**config.mk**
```make
export PLATFORM = sky130hd
export DESIGN_NAME = atomic_frame_tx_fifo
export DESIGN_NICKNAME = d
export VERILOG_FILES = /design/src/aftx_pkg.sv /design/src/aftx_front.sv /design/src/aftx_back.sv /design/src/atomic_frame_tx_fifo.sv
export SDC_FILE = /design/constraint.sdc
export NUM_CORES = 2
export LEC_CHECK = 0
export ABC_AREA = 1
export CAP_MARGIN = 25
export CORE_MARGIN = 5
export CORE_UTILIZATION = 50
export DETAILED_ROUTE_END_ITERATION = 12
export DONT_BUFFER_PORTS = 1
export PLACE_DENSITY = 0.69
export SLEW_MARGIN = 15
export SYNTH_ARGS = -nofsm -noshare
export SYNTH_HDL_FRONTEND = slang
export SYNTH_MEMORY_MAX_BITS = 65536
export SYNTH_SLANG_ARGS = --single-unit
```
**constraint.sdc**
```tcl
create_clock -name clock -period 9.8 [get_ports clock]
set_input_delay 1.96 -clock clock [delete_from_list [all_inputs] [get_ports clock]]
set_output_delay 1.96 -clock clock [all_outputs]
set_load 0.02 [all_outputs]
```
**src/aftx_pkg.sv**
```systemverilog
package aftx_pkg;

   // default ring size in bytes
   localparam int unsigned DEPTH_DEFAULT = 512;

   // entries in the command queue between front and back
   localparam int unsigned QUEUE_DEPTH = 2;
   localparam int unsigned QUEUE_IW    = $clog2(QUEUE_DEPTH);

   // function codes of the request word
   localparam logic FUNC_PUSH = 1'b0;
   localparam logic FUNC_POP  = 1'b1;

   typedef struct packed {
      logic        func;
      logic [7:0]  data_byte;
      logic        frame_start;
      logic [15:0] frame_len;
   } req_word_type;

   typedef struct packed {
      logic [7:0]  out_byte;
      logic        out_valid;
      logic        byte_stored;
      logic [31:0] drop_count;
   } rsp_word_type;

   // classified command kinds
   typedef enum logic [1:0] {
      CMD_NOP,
      CMD_POP,
      CMD_START,
      CMD_BYTE
   } cmd_kind_type;

   typedef struct packed {
      cmd_kind_type kind;
      logic [7:0]   data_byte;
      logic [15:0]  frame_len;
   } cmd_type;

   // handshake from front to back
   typedef struct packed {
      logic    valid;
      cmd_type cmd;
   } cmd_link_type;

endpackage

```
**src/aftx_front.sv**
```systemverilog
module aftx_front (
   input  logic                  clock,
   input  logic                  reset,
   input  logic                  req_valid,
   output logic                  req_stall,
   input  aftx_pkg::req_word_type req_word,
   output aftx_pkg::cmd_link_type cmd_link,
   input  logic                  cmd_take
);

   localparam int unsigned CW = aftx_pkg::QUEUE_IW + 1;

   aftx_pkg::cmd_type              q_ff [aftx_pkg::QUEUE_DEPTH];
   logic [aftx_pkg::QUEUE_IW-1:0]  wr_ptr_ff, wr_ptr_in;
   logic [aftx_pkg::QUEUE_IW-1:0]  rd_ptr_ff, rd_ptr_in;
   logic [CW-1:0]                  count_ff, count_in;
   aftx_pkg::cmd_type              cmd_new;
   logic                           push;
   logic                           pop;

   // classify the incoming word
   always_comb begin
      cmd_new.data_byte = req_word.data_byte;
      cmd_new.frame_len = req_word.frame_len;
      if (req_word.func == aftx_pkg::FUNC_POP) begin
         cmd_new.kind = aftx_pkg::CMD_POP;
      end else if (req_word.frame_start) begin
         cmd_new.kind = (req_word.frame_len != 16'd0) ? aftx_pkg::CMD_START
                                                      : aftx_pkg::CMD_NOP;
      end else begin
         cmd_new.kind = aftx_pkg::CMD_BYTE;
      end
   end

   assign req_stall = (count_ff == CW'(aftx_pkg::QUEUE_DEPTH));
   assign push      = req_valid && !req_stall;
   assign pop       = cmd_take && (count_ff != '0);

   assign cmd_link.valid = (count_ff != '0);
   assign cmd_link.cmd   = q_ff[rd_ptr_ff];

   // advance queue pointers
   always_comb begin
      wr_ptr_in = push ? wr_ptr_ff + 1'b1 : wr_ptr_ff;
      rd_ptr_in = pop ? rd_ptr_ff + 1'b1 : rd_ptr_ff;
      count_in  = count_ff;
      if (push && !pop) begin
         count_in = count_ff + 1'b1;
      end else if (pop && !push) begin
         count_in = count_ff - 1'b1;
      end
   end

   always_ff @(posedge clock) begin
      if (reset) begin
         wr_ptr_ff <= '0;
         rd_ptr_ff <= '0;
         count_ff  <= '0;
      end else begin
         wr_ptr_ff <= wr_ptr_in;
         rd_ptr_ff <= rd_ptr_in;
         count_ff  <= count_in;
      end
   end

   // hold queued commands
   always_ff @(posedge clock) begin
      if (push) begin
         q_ff[wr_ptr_ff] <= cmd_new;
      end
   end

endmodule

```
**src/aftx_back.sv**
```systemverilog
module aftx_back #(
   parameter int unsigned DEPTH = aftx_pkg::DEPTH_DEFAULT
) (
   input  logic                  clock,
   input  logic                  reset,
   input  aftx_pkg::cmd_link_type cmd_link,
   output logic                  cmd_take,
   output logic                  rsp_valid,
   input  logic                  rsp_stall,
   output aftx_pkg::rsp_word_type rsp_word
);

   localparam int unsigned PW = $clog2(DEPTH);
   localparam int unsigned SW = 17;

   logic [7:0]     mem [DEPTH];
   logic [7:0]     rd_data_ff;

   logic [PW-1:0]  commit_ff, commit_in;
   logic [PW-1:0]  stage_ff, stage_in;
   logic [PW-1:0]  tail_ff, tail_in;
   logic [15:0]    left_ff, left_in;
   logic           open_ff, open_in;
   logic           dropping_ff, dropping_in;
   logic [31:0]    drops_ff, drops_in;

   logic           rsp_valid_ff;
   logic           popped_ff, popped_in;
   logic           stored_ff, stored_in;

   logic           mem_we;
   logic [PW-1:0]  mem_waddr;
   logic           mem_re;

   logic [PW-1:0]  used;
   logic [SW-1:0]  need;
   logic           no_room;
   logic [15:0]    len_less;
   logic [15:0]    left_less;
   logic [PW-1:0]  commit_next;
   logic [PW-1:0]  stage_next;
   logic [PW-1:0]  tail_next;

   function automatic logic [PW-1:0] ring_next(input logic [PW-1:0] p);
      ring_next = (p == PW'(DEPTH - 1)) ? '0 : p + 1'b1;
   endfunction

   // take a command when the result slot is free or draining
   assign cmd_take = cmd_link.valid && (!rsp_valid_ff || !rsp_stall);

   // committed bytes waiting and admission check
   assign used        = (commit_ff >= tail_ff) ? commit_ff - tail_ff
                                               : commit_ff + PW'(DEPTH) - tail_ff;
   assign need        = {{(SW-PW){1'b0}}, used} + {1'b0, cmd_link.cmd.frame_len};
   assign no_room     = (need >= SW'(DEPTH));
   assign len_less    = cmd_link.cmd.frame_len - 16'd1;
   assign left_less   = left_ff - 16'd1;
   assign commit_next = ring_next(commit_ff);
   assign stage_next  = ring_next(stage_ff);
   assign tail_next   = ring_next(tail_ff);

   // carry out one command
   always_comb begin
      commit_in   = commit_ff;
      stage_in    = stage_ff;
      tail_in     = tail_ff;
      left_in     = left_ff;
      open_in     = open_ff;
      dropping_in = dropping_ff;
      drops_in    = drops_ff;
      popped_in   = 1'b0;
      stored_in   = 1'b0;
      mem_we      = 1'b0;
      mem_waddr   = stage_ff;
      mem_re      = 1'b0;
      if (cmd_take) begin
         case (cmd_link.cmd.kind)
            aftx_pkg::CMD_POP: begin
               if (tail_ff != commit_ff) begin
                  mem_re    = 1'b1;
                  popped_in = 1'b1;
                  tail_in   = tail_next;
               end
            end
            aftx_pkg::CMD_START: begin
               // abandon any unfinished frame, then admit or refuse
               left_in = len_less;
               if (no_room) begin
                  drops_in    = drops_ff + 32'd1;
                  open_in     = 1'b0;
                  dropping_in = (len_less != 16'd0);
                  stage_in    = commit_ff;
               end else begin
                  mem_we      = 1'b1;
                  mem_waddr   = commit_ff;
                  stored_in   = 1'b1;
                  dropping_in = 1'b0;
                  stage_in    = commit_next;
                  if (len_less == 16'd0) begin
                     commit_in = commit_next;
                     open_in   = 1'b0;
                  end else begin
                     open_in = 1'b1;
                  end
               end
            end
            aftx_pkg::CMD_BYTE: begin
               if (dropping_ff) begin
                  left_in     = left_less;
                  dropping_in = (left_less != 16'd0);
               end else if (open_ff) begin
                  mem_we    = 1'b1;
                  stored_in = 1'b1;
                  left_in   = left_less;
                  stage_in  = stage_next;
                  if (left_less == 16'd0) begin
                     commit_in = stage_next;
                     open_in   = 1'b0;
                  end
               end
            end
            default: begin
            end
         endcase
      end
   end

   always_ff @(posedge clock) begin
      if (reset) begin
         commit_ff    <= '0;
         stage_ff     <= '0;
         tail_ff      <= '0;
         left_ff      <= '0;
         open_ff      <= 1'b0;
         dropping_ff  <= 1'b0;
         drops_ff     <= '0;
         rsp_valid_ff <= 1'b0;
         popped_ff    <= 1'b0;
         stored_ff    <= 1'b0;
      end else begin
         commit_ff   <= commit_in;
         stage_ff    <= stage_in;
         tail_ff     <= tail_in;
         left_ff     <= left_in;
         open_ff     <= open_in;
         dropping_ff <= dropping_in;
         drops_ff    <= drops_in;
         // load a new result or drop the delivered one
         if (cmd_take) begin
            rsp_valid_ff <= 1'b1;
            popped_ff    <= popped_in;
            stored_ff    <= stored_in;
         end else if (!rsp_stall) begin
            rsp_valid_ff <= 1'b0;
         end
      end
   end

   // ring storage with registered read
   always_ff @(posedge clock) begin
      if (mem_we) begin
         mem[mem_waddr] <= cmd_link.cmd.data_byte;
      end
      if (mem_re) begin
         rd_data_ff <= mem[tail_ff];
      end
   end

   // drops_ff only moves when the next result is loaded
   assign rsp_valid            = rsp_valid_ff;
   assign rsp_word.out_byte    = popped_ff ? rd_data_ff : 8'd0;
   assign rsp_word.out_valid   = popped_ff;
   assign rsp_word.byte_stored = stored_ff;
   assign rsp_word.drop_count  = drops_ff;

endmodule

```
**src/atomic_frame_tx_fifo.sv**
```systemverilog
// Transmit byte ring with all-or-nothing frame admission.
// Request channel (req_valid / req_stall / req_word): each word either pushes
// one frame byte or pops one byte. The first byte of a frame carries
// frame_start and the frame length; a frame that does not fit beside the
// committed bytes is refused whole and counted in drop_count.
// Response channel (rsp_valid / rsp_stall / rsp_word): exactly one word per
// request word, in order, with the popped byte, the stored flag and the
// running drop count. Staged bytes become poppable only after the frame's
// last byte arrives.
// A request word is held in the command queue, then carried out by the back end
// into the registered result word.
// Throughput: one word per cycle while rsp_stall is low, one command at a
// time in the back end; a two-entry command queue separates front and back.
// Stalling rsp holds the result word and fills the queue, after which
// req_stall rises. Reset clears the pointers, counters and queue at once; the
// ring contents are not cleared and are never read before being written.
module atomic_frame_tx_fifo #(
   parameter int unsigned DEPTH = aftx_pkg::DEPTH_DEFAULT
) (
   input  logic                  clock,
   input  logic                  reset,
   input  logic                  req_valid,
   output logic                  req_stall,
   input  aftx_pkg::req_word_type req_word,
   output logic                  rsp_valid,
   input  logic                  rsp_stall,
   output aftx_pkg::rsp_word_type rsp_word
);

   aftx_pkg::cmd_link_type cmd_link;
   logic                   cmd_take;

   aftx_front u_front (
      .clock     (clock),
      .reset     (reset),
      .req_valid (req_valid),
      .req_stall (req_stall),
      .req_word  (req_word),
      .cmd_link  (cmd_link),
      .cmd_take  (cmd_take)
   );

   aftx_back #(
      .DEPTH (DEPTH)
   ) u_back (
      .clock     (clock),
      .reset     (reset),
      .cmd_link  (cmd_link),
      .cmd_take  (cmd_take),
      .rsp_valid (rsp_valid),
      .rsp_stall (rsp_stall),
      .rsp_word  (rsp_word)
   );

endmodule

```
==> summary.md <==
| Metric | Value |
|---|---|
| CTS Buf Count | 405 |
| Top post-synthesis cells by area | edfxtp_1 73%, o21ai_0 6.2%, nor2_1 5.9%, o22ai_1 3.7%, nand3_1 3.1% |
| Global-route met2 utilization | 39.4% |
| First-pass GRT wire length | 704 mm |
| Critical path origin | u_back.tail_ff[7]$_SDFFE_PP0P_ |
| Peak supply drop | 0.267 mV |
| Crit end category | register |
| Layout cells sized above 1 | 6.38% |
| DRT antenna net count | 0 |
| Area share of the largest cell type after synthesis | 72.7% |
| WHS Path Cells | 1 |
| Area Overhead vs Synth | 9.80% |
| Worst Setup Start Kind | register |
| Cells after synthesis | 14100 |
| FF/Latch Area | 0.127 mm² |
| WL per Instance | 25.9 µm |
| Post-CTS setup buffer count | 0 |
| Grt met1 use | 36.7% |
| Initial antenna violation count | 11 |
| Area taken by multi-input logic gates | 0.0405 mm² |
| Cell taking the most area after synthesis | edfxtp_1 |
| P_leak | 0.0616 µW |
| Final Hold Vio Count | 0 |
| Synth cell types | 51 |
| Setup Skew | 0.0872 ns |
| Number of synthesized flops with an enable pin | 4156 |
| Most frequent cells in the layout | 4156 x edfxtp_1, 2695 x nor2_1, 2125 x o21ai_0 |
| Netlist Area Pre-Place | 0.172 mm² |
| Commonest register cell after synthesis | edfxtp_1 |
| Post-layout nets | 13700 |
| Post-route setup slack | 1.92 ns |
| Port Buffer Count | 0 |
| Number of fill cells | 27500 |
| Status | completed |
| Busiest layer in global routing | met2 |
| Gpl congestion | 0.934 |
| Worst slack, placed | 2.10 ns |
| Fin crit period | 7.88 ns |
| TritonCTS clock tree | built |
| Vias per cell | 6.21 |
| Die Wd | 596 µm |
| Yosys Warn Count | 0 |
| 1st-pass router iterations | 9 |
| FMAX | 0.127 GHz |
| Core box area | 0.342 mm² |
| Hold WS | 0.469 ns |
| Syn Area/Cell | 12.2 µm² |
| Reg-to-Reg Start | u_back.tail_ff[7]$_SDFFE_PP0P_ |
| Clk slew on worst S/H paths | 0.07 ns |
| Worst hold path startpoint | u_front.rd_ptr_ff$_SDFFE_PP0P_ |
| Hold buffers post-CTS | 0 |
| GR Util met3 | 5.93% |
| Final period utilization | 80.4% |
| HP Class | register to register |
| Gr ovfl total | 0 |
| RSZ-0062 raised after global routing | no |
| Pwr dens | 283 mW/mm² |
| Vias in the first global route | 110000 |
| Die area | 0.355 mm² |
| Post-CTS sizing | 0 |
| FF-to-FF path depth | 21 |
| Post-synthesis sequential area ratio | 73.7% |
| Synthesized net count | 14200 |
| WP data required | 10.33 ns |
| Max cap viols | 0 |
| Rows | 215 |
| Commonest non-fill, non-tap cell in the layout | edfxtp_1 |
| CP Class | register to register |
| Pin count of the biggest net entering global routing | 247 |
| Final TNS setup | 0 ns |
| Arrival time worst endpoint | 8.41 ns |
| Clock buffer depth | 4 |
| Clk sinks | 4241 |
| Worst Max-Slew Pin Slew | 1.10 ns |
| Ys async rst share | 0% |
| # setup viols final | 0 |
| Detailed Place HPWL | 275 mm |
| Global Route Usage Sum | 26.1% |
| Vias | 115000 |
| Seq cells post-synth | 4241 |
| Slew Viols, Final | 0 |
| Root Buffer Master | clkbuf_16 |
| I/O pins | 74 |
| Clock insertion delay at the later pin of the skew report | 0.98 ns |
| Die H | 596 µm |
| Remaining DRCs | 0 |
| Initial Util | 50.1% |
| Critical-path maximum fanout | 27 |
| Power Total | 53300 µW |
| Wirelength, routed | 480 mm |
| Max_slew headroom | 26.6% |
| DR iter-0 viols | 18300 |
| H-tree depth | 5 |
## synthesized netlist by cell type, types with 10 or more instances
cell type,instances
edfxtp_1,4156
nor2_1,2697
o21ai_0,2125
nand2_1,1388
nand3_1,1064
o22ai_1,1025
clkbuf_1,819
inv_1,158
buf_1,103
dfxtp_1,85
a21oi_1,75
nand2_2,43
buf_6,42
nor3_1,36
buf_4,32
nand4_1,31
ha_1,29
xor2_1,26
buf_2,23
nor2_2,16
nor2_4,14
xnor2_1,11
nor4_1,10
## where the power goes
| group | total [µW] | switching (µW) | internal, µW | leakage [µW] |
|---|---|---|---|---|
| registers | 22300 | 203 | 22100 | 0.0382 |
| logic | 14800 | 11400 | 3420 | 0.0168 |
| clock network | 16100 | 6860 | 9240 | 0.00663 |
## sequential cells by signal, summed over array words and instances (netlist names), named ones only
register	flops
u_back.open_ff	1
u_front.wr_ptr_ff	1
u_back.stored_ff	1
u_back.rd_data_ff	8
u_front.rd_ptr_ff	1
u_back.popped_ff	1
u_front.count_ff	2
u_back.left_ff	16
u_back.commit_ff	9
u_back.dropping_ff	1
u_back.stage_ff	9
u_back.drops_ff	32
u_back.mem	4096
u_back.tail_ff	9
u_front.q_ff	52
u_back.rsp_valid	1
## final timing paths
| kind | endpoint | slack, ns |
|---|---|---|
| worst min-delay path | u_front.rd_ptr_ff$_SDFFE_PP0P_ | 0.47 |
| worst max-delay path | u_back.mem[174][6]$_DFFE_PP_ | 1.92 |
| worst min register to register | u_front.rd_ptr_ff$_SDFFE_PP0P_ | 0.47 |
| worst max register to register | u_back.mem[174][6]$_DFFE_PP_ | 1.92 |
## worst max-delay path, stage by stage (launching register included)
cell,delay (ns)
dfxtp_1,0.78
clkinv_1,0.84
ha_1,0.63
nand2_1,0.08
o21ai_0,0.18
a21oi_1,0.07
xnor2_1,0.32
ha_1,0.35
nand2_1,0.14
inv_1,0.05
a21oi_1,0.27
nand2b_1,0.17
nand3_1,0.08
nand2_1,0.09
nand2_1,0.09
nor2_4,0.12
nand4_4,0.34
nand2_1,0.21
o21ai_2,0.12
nor2_4,0.77
nand2_1,0.86
nor2_1,0.82
## cell families (layout without fill, tap and decap cells)
kind of cell | after synthesis | in the layout | share of synthesized area, %
AO/OA/AOI/OAI | 3271 | 3271 | 10.3
XOR/XNOR | 37 | 37 | 0.189
adder cells (fa/ha/maj) | 31 | 31 | 0.235
buffers and inverters | 1189 | 1076 | 2.87
flip-flops | 4241 | 4241 | 73.7
other | 0 | 5 | 0
AND/OR/NAND/NOR | 5322 | 5322 | 12.7
## area by class of cell
class	instances	area share (%)
Sequential cell	4241	67.1
Multi-Input combinational cell	8661	21.5
Clock buffer	479	5.65
Tap cell	4557	3.02
Clock inverter	268	1.61
Timing Repair Buffer	159	0.798
Inverter	170	0.358
Antenna cell	5	0.00664
## metrics by stage
stage                     utilization [%]  std cells  area [µm²]
after floorplan                         -      14100      172000
after global placement               51.1      17800      175000
after detailed placement             51.1      17800      175000
after CTS                            55.1      18500      189000
after global routing                 55.1      18500      189000
final                                55.1      18500      189000
## per-layer routing
layer	vias to the layer above	routed length, µm
met3	1091	57100
met4	6	22700
met2	7663	214000
met5	-	39
met1	55900	186000
li1	50500	-
No activity file was read; power rests on OpenSTA's default activity.
